--- src/rtl/core/gfm_pkg.sv ---
package gfm_pkg;

  // key bits handled by one cell and the resulting cell count
  localparam int unsigned SliceW   = 8;
  localparam int unsigned NumCells = 128 / SliceW;

  // configuration register indexes
  localparam int unsigned CfgIdxW = 2;
  localparam logic [CfgIdxW-1:0] RegKeyLow  = 2'd0;
  localparam logic [CfgIdxW-1:0] RegKeyHigh = 2'd1;
  localparam logic [CfgIdxW-1:0] RegMode    = 2'd2;

  typedef struct packed {
    logic [63:0] operand_high;
    logic [63:0] operand_low;
  } gfm_in_t;

  typedef struct packed {
    logic [63:0] word3;
    logic [63:0] word2;
    logic [63:0] word1;
    logic [63:0] word0;
  } gfm_out_t;

  // what travels from one cell to the next
  typedef struct packed {
    logic [127:0] operand;
    logic [255:0] acc;
  } gfm_lane_t;

  // carry-less product of the operand and one key slice
  function automatic logic [127+SliceW:0] clmul_slice(input logic [127:0] op,
                                                      input logic [SliceW-1:0] b);
    logic [127+SliceW:0] r;
    r = '0;
    for (int i = 0; i < SliceW; i++) begin
      if (b[i]) begin
        r = r ^ ({{SliceW{1'b0}}, op} << i);
      end
    end
    return r;
  endfunction

  // one fold step: x ^ x>>1 ^ x>>2 ^ x>>7
  function automatic logic [127:0] fold128(input logic [127:0] x);
    return x ^ (x >> 1) ^ (x >> 2) ^ (x >> 7);
  endfunction

  // shift the raw product left one bit, then reduce it or hand back the shifted product
  function automatic gfm_out_t finish(input logic [255:0] p, input logic raw);
    logic [255:0] q;
    logic [63:0]  lo;
    logic [63:0]  spill;
    logic [127:0] r;
    gfm_out_t     o;
    q     = {p[254:0], 1'b0};
    lo    = q[63:0];
    spill = (lo << 63) ^ (lo << 62) ^ (lo << 57);
    r     = q[255:128] ^ fold128(q[127:0]) ^ fold128({spill, 64'd0});
    if (raw) begin
      o = q;
    end else begin
      o = {128'd0, r};
    end
    return o;
  endfunction

endpackage

--- src/rtl/core/gfm_cell.sv ---
module gfm_cell (
  input  logic                          clk_i,
  input  logic                          rst_ni,
  input  logic                          en_i,
  input  logic                          valid_i,
  input  gfm_pkg::gfm_lane_t            lane_i,
  input  logic [gfm_pkg::SliceW-1:0]    key_slice_i,
  output logic                          valid_o,
  output gfm_pkg::gfm_lane_t            lane_o
);

  logic               valid_q;
  gfm_pkg::gfm_lane_t lane_d, lane_q;

  // horner step: shift the partial product up one slice and add this slice's term
  always_comb begin
    lane_d.operand = lane_i.operand;
    lane_d.acc     = {lane_i.acc[255-gfm_pkg::SliceW:0], {gfm_pkg::SliceW{1'b0}}}
                   ^ {{(128-gfm_pkg::SliceW){1'b0}},
                      gfm_pkg::clmul_slice(lane_i.operand, key_slice_i)};
  end

  // occupancy of this cell
  always_ff @(posedge clk_i or negedge rst_ni) begin
    if (!rst_ni) begin
      valid_q <= 1'b0;
    end else if (en_i) begin
      valid_q <= valid_i;
    end
  end

  // data of this cell
  always_ff @(posedge clk_i) begin
    if (en_i) begin
      lane_q <= lane_d;
    end
  end

  assign valid_o = valid_q;
  assign lane_o  = lane_q;

endmodule

--- config.mk ---
export PLATFORM = sky130hd
export DESIGN_NAME = gfm_cell
export DESIGN_NICKNAME = d
export VERILOG_FILES = /design/src/rtl/core/gfm_pkg.sv /design/src/rtl/core/gfm_cell.sv
export SDC_FILE = /design/constraint.sdc
export NUM_CORES = 1
export LEC_CHECK = 0
export ABC_AREA = 1
export ABC_CLOCK_PERIOD_IN_PS = 800
export BUFFER_PORTS_ARGS = -buffer_cell sky130_fd_sc_hd__buf_2
export CAP_MARGIN = 20
export CORE_AREA = 3 3 302 304
export DETAILED_ROUTE_END_ITERATION = 12
export DIE_AREA = 0 0 305 307
export GPL_TIMING_DRIVEN = 0
export PLACE_DENSITY_LB_ADDON = 0.25
export SYNTH_ARGS = -nofsm -noshare
export SYNTH_HDL_FRONTEND = slang
export SYNTH_SLANG_ARGS = --single-unit
--- constraint.sdc ---
create_clock -name clk_i -period 0.8 [get_ports clk_i]
set_input_delay 0.04 -clock clk_i [delete_from_list [all_inputs] [get_ports clk_i]]
set_output_delay 0.04 -clock clk_i [all_outputs]
set_load 0.05 [all_outputs]
==> impl_metrics.csv <==
group,metric,value,unit
synthesis,syn-cell-area,32930,um^2
synthesis,ys_seq_area_share,35.09,%
setup_path,path_delay_family,"flip-flops",
clocking,htree_levels,2,
global_route,grt_max_degree,113,
timing,final-setup-viol-count,424,
floorplan,dieWidth,305,um
place,hpwl,94770,um
power_and_ir_drop,p_per_area,1678,nW/um^2
timing,worstMarginPinSlew,0.7546,ns
setup_path,crit_buf_inv,1,
floorplan,start_util,37.21,%
floorplan,die_height,307,um
synthesis,synth_top_area_share,35.01,%
cells_and_area,final_util,55.59,%
clocking,cts_tree,"yes",
timing,whs,-0.1620,ns
cells_and_area,final_design_area_no_fill,49210,um^2
setup_path,cp.depth,1,
timing,finalSetupTns,-168.41,ns
power_and_ir_drop,ir_drop,0.001727,V
setup_path,r2r_start,"valid_o",
clocking,clkTransAtPathRegs,0.07,ns
global_route,antenna_found_initial,26,
routing,routedWlPerCell,19.14,um
clocking,clk_latency,0.63,ns
setup_path,crit_end,"lane_o[366]",
status,outcome,"finished, violations left",
clocking,cts_buffers,48,
setup_path,slowest_delay,0.46,ns
setup_path,r2r-end,"valid_o",
setup_path,required,0.76,ns
setup_path,r2r_setup_slack,-0.01,ns
global_route,grt_overflow,0,
setup_path,cp-startpoint,"lane_o[366]",
timing,final_hold_viol_count,28,
routing,dr_wl_met2,68850,um
place,place.gp.congestion,0.8323,
global_route,grt_use_total,27.50,%
clocking,root_buffer,"clkbuf_16",
setup_path,path_max_fanout,1,
min_path,min_path_cells,1,
timing,rsz0062_at_grt,"true",
cells_and_area,finalNetCount,6414,
setup_path,critPathSlowestCell,"edfxtp_1",
setup_path,cp-end-kind,"output port",
routing,num_vias,35608,
place,place_inst,6850,
timing,setup_ws,-0.5344,ns
synthesis,syn_nets,5314,
synthesis,ys_ff_latch,385,
routing,met3_length,9584,um
synthesis,netlist_instances,4918,
synthesis,synth_cell_types,18,
timing,skew,0,ns
cells_and_area,final_cells,7231,
synthesis,ys_top_cells_by_area,"edfxtp_1 35%, nand2_1 27%, nand3_1 9.5%",
timing,clock.fmax,749.4,MHz
routing,drt-met1-wl,54220,um
place,placed_area,39140,um^2
setup_path,r2r_cells,1,
power_and_ir_drop,p_total,82.56,mW
power_and_ir_drop,leakage,24.95,nW
routing,drcViolationCount,0,
flow_run,drv_cap,0,
routing,dr.pass1.iters,6,
clocking,cts_buffer_depth,3,
clocking,clkSinkCount,385,
routing,finalWirelength,138400,um
global_route,grt_pass1_wl,197400,um
status,violations,"negative hold slack, negative setup slack",
cells_and_area,drive_above_1_share,26.56,%
synthesis,avgSynthCellArea,6.696,um^2
setup_path,path_cells,"buf_6",
timing,fin_crit_sh,166.8,%
floorplan,io-pin-count,781,
floorplan,design.core.area,88510,um^2
cells_and_area,syn_to_final_growth,49.41,%
routing,drt-vias-per-instance,4.924,
setup_path,worstPathArrival,1.29,ns
timing,min_period,1.334,ns
timing,slew_headroom,49.69,%
routing,drtAntennaViolNets,0,
synthesis,ys_warn_count,0,
floorplan,fp.dieArea,93640,um^2
global_route,grt_pass1_vias,33216,
routing,maxUsedRoutingLayer,"met5",
place,dp_worst_setup_slack,-1.087,ns
place,io_buffers,764,
setup_path,crit_type,"reg2out",
synthesis,yosysTopAreaCell,"edfxtp_1",
timing,final_max_slew_viol_count,0,
setup_path,start_kind,"flip-flop",
floorplan,placementRows,109,
routing,drtIter0Drc,2434,
min_path,hp-class,"in2reg",
[state kept, by name, indices dropped and copies added (netlist names)]
| register | flops |
|---|---|
| valid_o | 1 |
| lane_o | 384 |
[cell families after synthesis]
family	synth area share, %
AND/OR/NAND/NOR	38.58
buffers and inverters	10.90
multiplexers	0.03419
XOR/XNOR	15.39
flip-flops	35.09
[worst min path at each step]
stage / from / endpoint / slack, ns
after floorplan: rst_ni / valid_o / -0.26
after global placement: rst_ni / valid_o / -0.18
after detailed placement: rst_ni / valid_o / -0.18
after CTS: en_i / lane_o[318] / -0.17
after global routing: en_i / lane_o[318] / -0.15
final: en_i / lane_o[67] / -0.16
[cell usage in the layout (no fill, tap or decap), drive strengths merged, types with 54 or more instances in the layout]
cell type    synthesis  layout
buf                162     938
nand3b              54      54
xnor2              264     264
dlygate4sd3          0     263
inv                574     580
nand3              626     626
clkbuf             109     153
nand2             2401    2401
xor2               314     314
edfxtp             384     384
[final cells by class]
class | instances | area, um^2
clock inverters | 34 | 272.8
inverters | 574 | 2155
multi-input cells | 3688 | 19930
fillers | 8004 | 39310
plain buffers | 223 | 2292
diodes | 11 | 27.53
well taps | 1165 | 1458
repair buffers | 1098 | 10300
flip-flops and latches | 385 | 11560
clock buffers | 53 | 1220
[timing repair]
action	in CTS	in global routing
setup buffers	14	21
gates cloned	6	21
resized for setup	916	582
endpoints found under the hold margin	380	38
hold buffers	284	3
endpoints found under the setup margin	771	601
pin swaps	8	253
[routing by layer]
layer	up-vias	global-route usage, %
met3	203	5.620
met2	1204	49.07
li1	17418	-
met4	10	11.18
met5	-	0
met1	16773	32.22
[synthesized netlist by cell type]
library cell	n
xor2_1	313
buf_4	11
inv_1	574
mux2_2	1
buf_2	109
nand2_1	2401
nor2_1	8
nand3_1	626
dfrtp_1	1
or2_1	1
buf_1	10
edfxtp_1	384
xor2_2	1
nand4_1	19
buf_6	32
nand3b_1	54
clkbuf_1	109
xnor2_1	264
[power by group]
part / switching [mW] / total, mW / internal (mW)
Sequential: 1.13 / 26.2 / 25.1
Combinational: 22.1 / 34.8 / 12.8
Clock: 9.76 / 21.5 / 11.8
No activity file was read; power rests on OpenSTA's default activity.
