<file path="src/rtl/core/gfm_pkg.sv">
package gfm_pkg;

  // key bits handled by one cell and the resulting cell count
  localparam int unsigned SliceW   = 8;
  localparam int unsigned NumCells = 128 / SliceW;

  // configuration register indexes
  localparam int unsigned CfgIdxW = 2;
  localparam logic [CfgIdxW-1:0] RegKeyLow  = 2'd0;
  localparam logic [CfgIdxW-1:0] RegKeyHigh = 2'd1;
  localparam logic [CfgIdxW-1:0] RegMode    = 2'd2;

  typedef struct packed {
    logic [63:0] operand_high;
    logic [63:0] operand_low;
  } gfm_in_t;

  typedef struct packed {
    logic [63:0] word3;
    logic [63:0] word2;
    logic [63:0] word1;
    logic [63:0] word0;
  } gfm_out_t;

  // what travels from one cell to the next
  typedef struct packed {
    logic [127:0] operand;
    logic [255:0] acc;
  } gfm_lane_t;

  // carry-less product of the operand and one key slice
  function automatic logic [127+SliceW:0] clmul_slice(input logic [127:0] op,
                                                      input logic [SliceW-1:0] b);
    logic [127+SliceW:0] r;
    r = '0;
    for (int i = 0; i < SliceW; i++) begin
      if (b[i]) begin
        r = r ^ ({{SliceW{1'b0}}, op} << i);
      end
    end
    return r;
  endfunction

  // one fold step: x ^ x>>1 ^ x>>2 ^ x>>7
  function automatic logic [127:0] fold128(input logic [127:0] x);
    return x ^ (x >> 1) ^ (x >> 2) ^ (x >> 7);
  endfunction

  // shift the raw product left one bit, then reduce it or hand back the shifted product
  function automatic gfm_out_t finish(input logic [255:0] p, input logic raw);
    logic [255:0] q;
    logic [63:0]  lo;
    logic [63:0]  spill;
    logic [127:0] r;
    gfm_out_t     o;
    q     = {p[254:0], 1'b0};
    lo    = q[63:0];
    spill = (lo << 63) ^ (lo << 62) ^ (lo << 57);
    r     = q[255:128] ^ fold128(q[127:0]) ^ fold128({spill, 64'd0});
    if (raw) begin
      o = q;
    end else begin
      o = {128'd0, r};
    end
    return o;
  endfunction

endpackage

</file>
<file path="src/rtl/core/gfm_reduce.sv">
module gfm_reduce (
  input  logic              clk_i,
  input  logic              rst_ni,
  input  logic              en_i,
  input  logic              valid_i,
  input  logic [255:0]      product_i,
  input  logic              raw_mode_i,
  output logic              valid_o,
  output gfm_pkg::gfm_out_t data_o
);

  logic              valid_q;
  gfm_pkg::gfm_out_t data_d, data_q;

  // shift and fold into the field, or pass the raw product
  always_comb begin
    data_d = gfm_pkg::finish(product_i, raw_mode_i);
  end

  // result beat holds until taken
  always_ff @(posedge clk_i or negedge rst_ni) begin
    if (!rst_ni) begin
      valid_q <= 1'b0;
    end else if (en_i) begin
      valid_q <= valid_i;
    end
  end

  always_ff @(posedge clk_i) begin
    if (en_i) begin
      data_q <= data_d;
    end
  end

  assign valid_o = valid_q;
  assign data_o  = data_q;

endmodule

</file>
<file path="config.mk">
export PLATFORM = sky130hd
export DESIGN_NAME = gfm_reduce
export DESIGN_NICKNAME = d
export VERILOG_FILES = /design/src/rtl/core/gfm_pkg.sv /design/src/rtl/core/gfm_reduce.sv
export SDC_FILE = /design/constraint.sdc
export NUM_CORES = 1
export LEC_CHECK = 0
export ABC_AREA = 1
export CAP_MARGIN = 20
export CELL_PAD_IN_SITES_DETAIL_PLACEMENT = 1
export CELL_PAD_IN_SITES_GLOBAL_PLACEMENT = 2
export CORE_MARGIN = 2
export CORE_UTILIZATION = 32
export CTS_CLUSTER_DIAMETER = 30
export DETAILED_ROUTE_END_ITERATION = 7
export DONT_BUFFER_PORTS = 1
export GPL_ROUTABILITY_DRIVEN = 1
export PLACE_DENSITY_LB_ADDON = 0.1
export SYNTH_ARGS = -nofsm -noshare
export SYNTH_HDL_FRONTEND = slang
export SYNTH_SLANG_ARGS = --single-unit
</file>
<file path="constraint.sdc">
create_clock -name clk_i -period 0.8 [get_ports clk_i]
set_input_delay 0.12 -clock clk_i [delete_from_list [all_inputs] [get_ports clk_i]]
set_output_delay 0.12 -clock clk_i [all_outputs]
set_load 0.005 [all_outputs]
</file>
==> results.sh, run 1 <==
export IMPL_maxSlewHeadroom_pct=50.7
export IMPL_power_frac_clock_pct=60.2
export IMPL_start_kind="flip-flop"
export IMPL_fmax_mhz=817
export IMPL_p_seq_share_pct=26.8
export IMPL_drive_gt1_share_pct=12.7
export IMPL_clkTransAtPathRegs_ps=50
export IMPL_coreArea_sq_um=53700
export IMPL_vias=16100
export IMPL_p_int_w=0.0491
export IMPL_finalHoldViolCount=216
export IMPL_final_cell_mix="nand2_1, inv_1, edfxtp_1, nand3_1, dlygate4sd3_1"
export IMPL_r2r_cells=2
export IMPL_syn_avg_cell_area_sq_um=7.36
export IMPL_cp_max_fo=1
export IMPL_fin_skew_ps=0
export IMPL_dp_hpwl_um=43800
export IMPL_critPathCaptureType="primary output"
export IMPL_violations="hold timing, setup timing"
export IMPL_cts_max_path_buffers=3
export IMPL_gr_total_overflow=0
export IMPL_cts_buffers=93
export IMPL_critPathKind="flip-flop to primary output"
export IMPL_die_h_um=237
export IMPL_drt_first_pass_iters=4
export IMPL_rows=85
export IMPL_p_leak_nw=14.7
export IMPL_yosysSeqAreaShare_pct=44.5
export IMPL_utilization_pct=48.7
export IMPL_r2r_start="valid_o"
export IMPL_clock_sinks=257
export IMPL_syn_inst=2357
export IMPL_wl_um=66400
export IMPL_layout_worst_path_cycle_share_pct=153
export IMPL_r2r_slack_ps=-80
export IMPL_cts_max_level=3
export IMPL_rr_endpoint="valid_o"
export IMPL_crit_end="data_o[126]"
export IMPL_place_congestion=0.755
export IMPL_final_nets=2945
export IMPL_synth_seq_cells=257
export IMPL_synth_nets=2618
export IMPL_wl_per_cell_um=19.2
export IMPL_whs_ps=-378
export IMPL_grt_setup_unrepaired="yes"
export IMPL_synthDistinctLibCells=20
export IMPL_startpoint="data_o[126]"
export IMPL_antenna_found_initial=8
export IMPL_viasPerCell=4.66
export IMPL_worst_pin_slew_ps=739
export IMPL_vdd_ir_drop_worst_mv=1.40
export IMPL_ant_nets=0
export IMPL_sw_frac_of_total_pct=25.1
export IMPL_area_growth_pct=51.0
export IMPL_synth_warnings=0
export IMPL_drt_iter0_markers=587
export IMPL_required_ps=680
export IMPL_die_w_um=237
export IMPL_initial_core_util_pct=32.3
export IMPL_grt_pass1_wl_um=97600
export IMPL_clk_latency_ps=590
export IMPL_clockRootBuffer="clkbuf_16"
export IMPL_switchingPower_w=0.0164
export IMPL_hold_class="primary input to flip-flop"
export IMPL_fin_crit_ps=1220
export IMPL_slew_violations=0
export IMPL_portBuffers=0
export IMPL_arrival_ps=1100
export IMPL_drc=0
export IMPL_multi_input_area_sq_um=8030
export IMPL_synthesis_area_sq_um=17300
export IMPL_cp_num_cells=0
export IMPL_die_area_sq_um=56100
export IMPL_first_global_vias=16800
export IMPL_p_per_area_nw_per_um2=2500
export IMPL_setup_viol=314
export IMPL_ios=518
export IMPL_cts_tree="yes"
export IMPL_register_area_sq_um=7710
export IMPL_n_fill_cell=6205
export IMPL_status="complete, but fails checks"
export IMPL_fin_ws_ps=-424
export IMPL_max_cap_violations=0
export IMPL_groute_usage_overall_pct=22.6
export IMPL_final_common_cell="nand2_1"
export IMPL_grt_max_degree=258
export IMPL_p_comb_share_pct=13.0
[registers in the layout, summed over array words and instances, names as in the netlist]
| name | cells |
|---|---|
| data_o | 256 |
| valid_o | 1 |
[synth_stat cells, drive strengths merged]
master	count	share of area (%)
nand2	941	20
inv	480	10
edfxtp	256	44
nand3	245	7.1
buf	134	3.9
xor2	114	5.8
xnor2	111	5.6
nand3b	22	0.95
nor2	18	0.40
o21ai	17	0.49
clkbuf	14	0.30
nand4	2	0.072
dfrtp	1	0.14
mux2	1	0.065
or2	1	0.036
[power groups by stage]
stage / registers (W) / logic (W) / clock network (W)
floorplan: 0.0172 / 0.00613 / 0
finish: 0.0176 / 0.00848 / 0.0394
global placement: 0.0178 / 0.00547 / 0
detailed placement: 0.0178 / 0.00580 / 0
global route: 0.0177 / 0.00954 / 0.0407
CTS: 0.0176 / 0.00800 / 0.0399
[kinds of logic after synthesis]
family	Yosys count	share of synthesized area, %
simple gates	1229	29.0
buf+inv	628	14.6
flops	257	44.5
xor+xnor	225	11.4
compound gates	17	0.491
mux	1	0.0649
[repair_timing]
item,4_1_cts,5_1_grt
hold buffers,263,92
gates resized for setup,1,224
pin swaps,0,5
setup buffers,0,1
endpoints found under the setup margin,257,385
endpoints found under the hold margin,514,507
[routing by layer]
metal | up-vias | GRT usage [%] | share of wire (%) | wire, um
met2 | 454 | 39.1 | 51 | 33800
met1 | 7758 | 25.6 | 39 | 25800
met3 | 131 | 6.80 | 6.8 | 4490
met5 | - | 0 | 0 | 0
met4 | 0 | 10.4 | 3.5 | 2310
li1 | 7804 | - | - | -
[per-stage QoR]
stage                     power, W  area [sq um]  instances  TNS, ps  worst slack [ps]
final                       0.0655         26200       3463   -93580              -424
after global routing        0.0679         26200       3463  -100790              -472
after CTS                   0.0655         24800       3366  -128620              -489
after detailed placement    0.0236         18800       2933   -10720              -220
after global placement      0.0232         18800       2933    -7520              -190
after floorplan             0.0233         19300       2357   -16710              -210
[layout make-up]
class	instances	area share, %
clock inverter	71	3.76
inverter	480	7.27
sequential	257	29.5
tap	696	3.33
antenna	8	0.0765
multi-input combinational	1472	30.7
timing repair buffer	380	16.2
clock buffer	99	9.22
[how the worst min path moves through the flow]
stage            from          end  slack, ps  cells past startpoint
2_1_floorplan  rst_ni      valid_o       -180                      0
3_3_place_gp   rst_ni      valid_o       -180                      0
3_5_place_dp   rst_ni      valid_o       -180                      0
4_1_cts          en_i  data_o[172]       -410                      0
5_1_grt          en_i  data_o[172]       -410                      0
6_report         en_i  data_o[172]       -380                      0
(Power assumes the default switching activity.)
==> run 2, diff against run 1 <==
Settings changed: CELL_PAD_IN_SITES_DETAIL_PLACEMENT 1 to 0, CELL_PAD_IN_SITES_GLOBAL_PLACEMENT 2 to 1, CORE_UTILIZATION 32 to 42.
==> run 2 against run 1 <==
  * The run still ends with hold timing, setup timing left
  * Non-clock buffer count shrank 9
  * Setup slack gained 18 ps
  * Combinational power shrank 3.9%
  * Final cell count shrank 6.1%
  * Utilization grew 13 points
  * Final area shrank 4.0%
  * Flip-flop and latch count is the same
  * Largest power group unchanged
==> results.sh, run 2 (synthesis results as in run 1) <==
export IMPL_fin_crit_ps=1210
export IMPL_ios=518
export IMPL_dp_hpwl_um=37100
export IMPL_grt_max_degree=258
export IMPL_n_fill_cell=3378
export IMPL_ant_nets=0
export IMPL_area_growth_pct=45.0
export IMPL_utilization_pct=61.6
export IMPL_final_cell_mix="nand2_1, inv_1, edfxtp_1, nand3_1, dlymetal6s4s_1"
export IMPL_gr_total_overflow=0
export IMPL_cts_max_path_buffers=3
export IMPL_cts_setup_buffers=0
export IMPL_groute_usage_overall_pct=25.1
export IMPL_clockRootBuffer="clkbuf_16"
export IMPL_first_global_vias=14900
export IMPL_cts_tree="yes"
export IMPL_drt_first_pass_iters=5
export IMPL_clk_latency_ps=580
export IMPL_layout_worst_path_cycle_share_pct=151
export IMPL_drt_iter0_markers=918
export IMPL_vias=15500
export IMPL_wl_um=55500
export IMPL_slew_violations=0
export IMPL_whs_ps=-358
export IMPL_place_congestion=0.798
export IMPL_fin_skew_ps=0
export IMPL_max_cap_violations=0
export IMPL_setup_viol=259
export IMPL_hold_class="primary input to flip-flop"
export IMPL_arrival_ps=1090
export IMPL_vdd_ir_drop_worst_mv=2.00
export IMPL_timing_setup_tns_ps=-79800
export IMPL_cts_max_level=3
export IMPL_critPathCaptureType="primary output"
export IMPL_cp_max_fo=1
export IMPL_portBuffers=0
export IMPL_cts_buffers=76
export IMPL_die_w_um=207
export IMPL_die_area_sq_um=42900
export IMPL_initial_core_util_pct=42.5
export IMPL_grt_pass1_wl_um=84500
export IMPL_coreArea_sq_um=40800
export IMPL_maxSlewHeadroom_pct=67.7
export IMPL_wl_per_cell_um=17.1
export IMPL_final_nets=2919
export IMPL_viasPerCell=4.76
export IMPL_clock_sinks=257
export IMPL_required_ps=680
export IMPL_finalHoldViolCount=403
export IMPL_drive_gt1_share_pct=11.6
export IMPL_critPathKind="flip-flop to primary output"
export IMPL_p_leak_nw=14.4
export IMPL_dp_slack_ps=-168
export IMPL_p_per_area_nw_per_um2=2250
export IMPL_fmax_mhz=829
export IMPL_fin_ws_ps=-407
export IMPL_rows=74
export IMPL_largest_reg_flops=256
export IMPL_clkTransAtPathRegs_ps=40
export IMPL_status="complete, but fails checks"
export IMPL_grt_setup_unrepaired="yes"
export IMPL_r2r_slack_ps=50
export IMPL_die_h_um=207
export IMPL_p_total_w=0.0566
export IMPL_final_common_cell="nand2_1"
export IMPL_start_kind="flip-flop"
export IMPL_worst_pin_slew_ps=485
export IMPL_violations="hold timing, setup timing"
export IMPL_antenna_found_initial=3
export IMPL_drc=0
[run 2: worst paths after layout]
check | startpoint | to | cells past startpoint
worst max register to register | valid_o | valid_o | 1
worst min register to register | valid_o | valid_o | 1
worst min-delay path | en_i | data_o[175] | 0
worst max-delay path | data_o[118] | data_o[118] | 0
max in group asynchronous | rst_ni | valid_o | 2
min in group asynchronous | rst_ni | valid_o | 2
[run 2: per-stage QoR]
step	hold slack, ps	instances	area [sq um]
5_1_grt	-386	3251	25100
6_report	-358	3251	25100
2_1_floorplan	-176	2357	19300
3_5_place_dp	-176	2770	18600
4_1_cts	-383	3172	23900
3_3_place_gp	-176	2770	18600
[run 2: per-layer routing]
layer | share of wire, % | global-route usage, % | routed length, um
met5 | 0.049 | 0 | 27
met4 | 3.2 | 9.98 | 1800
met3 | 6.6 | 7.41 | 3660
met2 | 50 | 43.7 | 27700
met1 | 40 | 28.9 | 22300
[run 2: timing repair]
action | 4_1_cts | 5_1_grt
pin swaps | 0 | 10
endpoints found under the setup margin | 257 | 385
endpoints found under the hold margin | 514 | 504
resized for setup | 1 | 215
cloned | 0 | 0
hold buffers | 264 | 83
[run 2: layout make-up]
class | instances | area, sq um | share of cell area, %
Antenna cell | 1 | 2.50 | 0.00995
Clock buffer | 83 | 1970 | 7.84
Clock inverter | 55 | 673 | 2.68
Inverter | 480 | 1900 | 7.57
Multi-Input combinational cell | 1472 | 8040 | 32.0
Sequential cell | 257 | 7710 | 30.7
Tap cell | 532 | 666 | 2.65
Timing Repair Buffer | 371 | 4180 | 16.6
[run 2: report_power, final]
group / internal (W) / switching [W]
clock network: 0.0216 / 0.00933
logic: 0.00386 / 0.00429
registers: 0.0165 / 0.000978
==> run 3, diff against run 2 <==
Settings changed: GPL_TIMING_DRIVEN from default to 0, SLEW_MARGIN from default to 10.
==> run 3 against run 2 <==
  * The flow still finishes with violations (hold timing, setup timing)
  * Non-clock buffer count rose by 63
  * Critical endpoint unchanged
  * Die area did not move
  * Routed wire length up 4.1%
  * Setup slack worse by 0.56 ps
  * Total power up 0.21%
  * Combinational power grew 9.0%
  * Register-to-register slack worse by 20 ps
  * Critical path depth unchanged
  * Clock skew unchanged
  * Flip-flop and latch count did not move
  * Sequential power about the same
  * First-iteration DRC count fell by 4.0%
==> results.sh, run 3 (synthesis results as in run 1) <==
export IMPL_layout_worst_path_cycle_share_pct=151
export IMPL_n_fill_cell=3389
export IMPL_area_growth_pct=47.8
export IMPL_final_common_cell="nand2_1"
export IMPL_cts_max_level=3
export IMPL_timing_setup_tns_ps=-82330
export IMPL_fin_skew_ps=0
export IMPL_die_w_um=207
export IMPL_die_area_sq_um=42900
export IMPL_final_area_sq_um=25600
export IMPL_ant_nets=0
export IMPL_largest_reg_flops=256
export IMPL_max_cap_violations=0
export IMPL_first_global_vias=16100
export IMPL_clock_sinks=257
export IMPL_antenna_found_initial=2
export IMPL_fmax_mhz=828
export IMPL_dpl_cell_area_sq_um=19900
export IMPL_drt_iter0_markers=881
export IMPL_arrival_ps=1090
export IMPL_whs_ps=-335
export IMPL_start_kind="flip-flop"
export IMPL_p_per_area_nw_per_um2=2210
export IMPL_critPathKind="flip-flop to primary output"
export IMPL_groute_usage_overall_pct=27.3
export IMPL_wl_um=57700
export IMPL_drt_first_pass_iters=5
export IMPL_clkTransAtPathRegs_ps=40
export IMPL_grt_setup_unrepaired="yes"
export IMPL_cts_buffers=74
export IMPL_die_h_um=207
export IMPL_grt_pass1_wl_um=90700
export IMPL_fin_crit_ps=1210
export IMPL_cts_tree="yes"
export IMPL_finalHoldViolCount=294
export IMPL_setup_viol=264
export IMPL_cts_max_path_buffers=3
export IMPL_wl_per_cell_um=17.4
export IMPL_dp_hpwl_um=39900
export IMPL_clk_latency_ps=590
export IMPL_slew_violations=0
export IMPL_final_cell_mix="nand2_1, inv_1, edfxtp_1, nand3_1, dlygate4sd3_1"
export IMPL_worst_pin_slew_ps=575
export IMPL_viasPerCell=4.76
export IMPL_ios=518
export IMPL_drive_gt1_share_pct=15.2
export IMPL_cp_max_fo=1
export IMPL_critPathCaptureType="primary output"
export IMPL_clockRootBuffer="clkbuf_16"
export IMPL_gr_total_overflow=0
export IMPL_place_congestion=0.832
export IMPL_final_nets=2980
export IMPL_required_ps=680
export IMPL_drc=0
export IMPL_rows=74
export IMPL_vdd_ir_drop_worst_mv=1.41
export IMPL_status="complete, but fails checks"
export IMPL_portBuffers=0
export IMPL_violations="hold timing, setup timing"
export IMPL_utilization_pct=62.8
export IMPL_coreArea_sq_um=40800
export IMPL_maxSlewHeadroom_pct=61.6
export IMPL_p_leak_nw=14.1
export IMPL_fin_ws_ps=-407
export IMPL_vias=15700
export IMPL_grt_max_degree=258
export IMPL_hold_class="primary input to flip-flop"
export IMPL_initial_core_util_pct=42.5
## run 3: cell count changes in the layout (fill, tap and decap cells not counted), moves of 4 or more
cell and change:
dlygate4sd3_1 +35, clkinv_4 -11, buf_4 -19, clkbuf_1 +10, dlymetal6s4s_1 -72, buf_6 +117
buf_8 +10, clkbuf_2 +9, clkinv_2 -4, dlymetal6s2s_1 -22
## run 3: metal layers
| metal | GRT usage, % | up-vias | part of all wire, % |
|---|---|---|---|
| met5 | 0 | - | 0.023 |
| met4 | 12.8 | 2 | 3.9 |
| met3 | 7.58 | 114 | 6.7 |
| met2 | 47.6 | 468 | 50 |
| met1 | 30.9 | 7263 | 39 |
| li1 | - | 7900 | - |
## run 3: final timing paths
check,start,endpoint,slack [ps],cells past startpoint
setup / recovery,data_o[118],data_o[118],-410,0
hold / removal,en_i,data_o[173],-340,0
setup reg to reg,valid_o,valid_o,30,1
hold reg to reg,valid_o,valid_o,550,1
max in group asynchronous,rst_ni,valid_o,420,2
min in group asynchronous,rst_ni,valid_o,270,2
## run 3: final cells by class
class                      instances  area [sq um]  share of cell area, %
antenna                            1          2.50                0.00976
buffer                           148          1650                   6.43
clock buffer                      88          1970                   7.67
clock inverter                    45           594                   2.32
inverter                         480          1900                   7.43
multi-input combinational       1472          8060                   31.5
sequential                       257          7710                   30.1
tap                              532           666                   2.60
timing repair buffer             286          3080                   12.0
## run 3: repair_timing
item / CTS / global route
gates resized for setup: 0 / 107
endpoints found under the hold margin: 514 / 373
setup buffers: 0 / 1
hold buffers: 268 / 114
pin swaps: 0 / 3
setup endpoints to repair: 257 / 379
## run 3: metrics by stage
stage	power [W]	std cells	setup WS, ps
floorplan	0.0233	2357	-210
global placement	0.0248	2889	-301
detailed placement	0.0250	2889	-299
CTS	0.0570	3290	-444
global route	0.0590	3309	-430
finish	0.0567	3309	-407
## run 3: where the power goes
| group | leakage, nW | switching (W) | total (W) | internal (W) |
|---|---|---|---|---|
| clock | 1.24 | 0.00902 | 0.0303 | 0.0213 |
| combinational | 10.4 | 0.00465 | 0.00888 | 0.00423 |
| sequential | 2.49 | 0.000988 | 0.0175 | 0.0165 |
| total | 14.1 | 0.0147 | 0.0567 | 0.0421 |
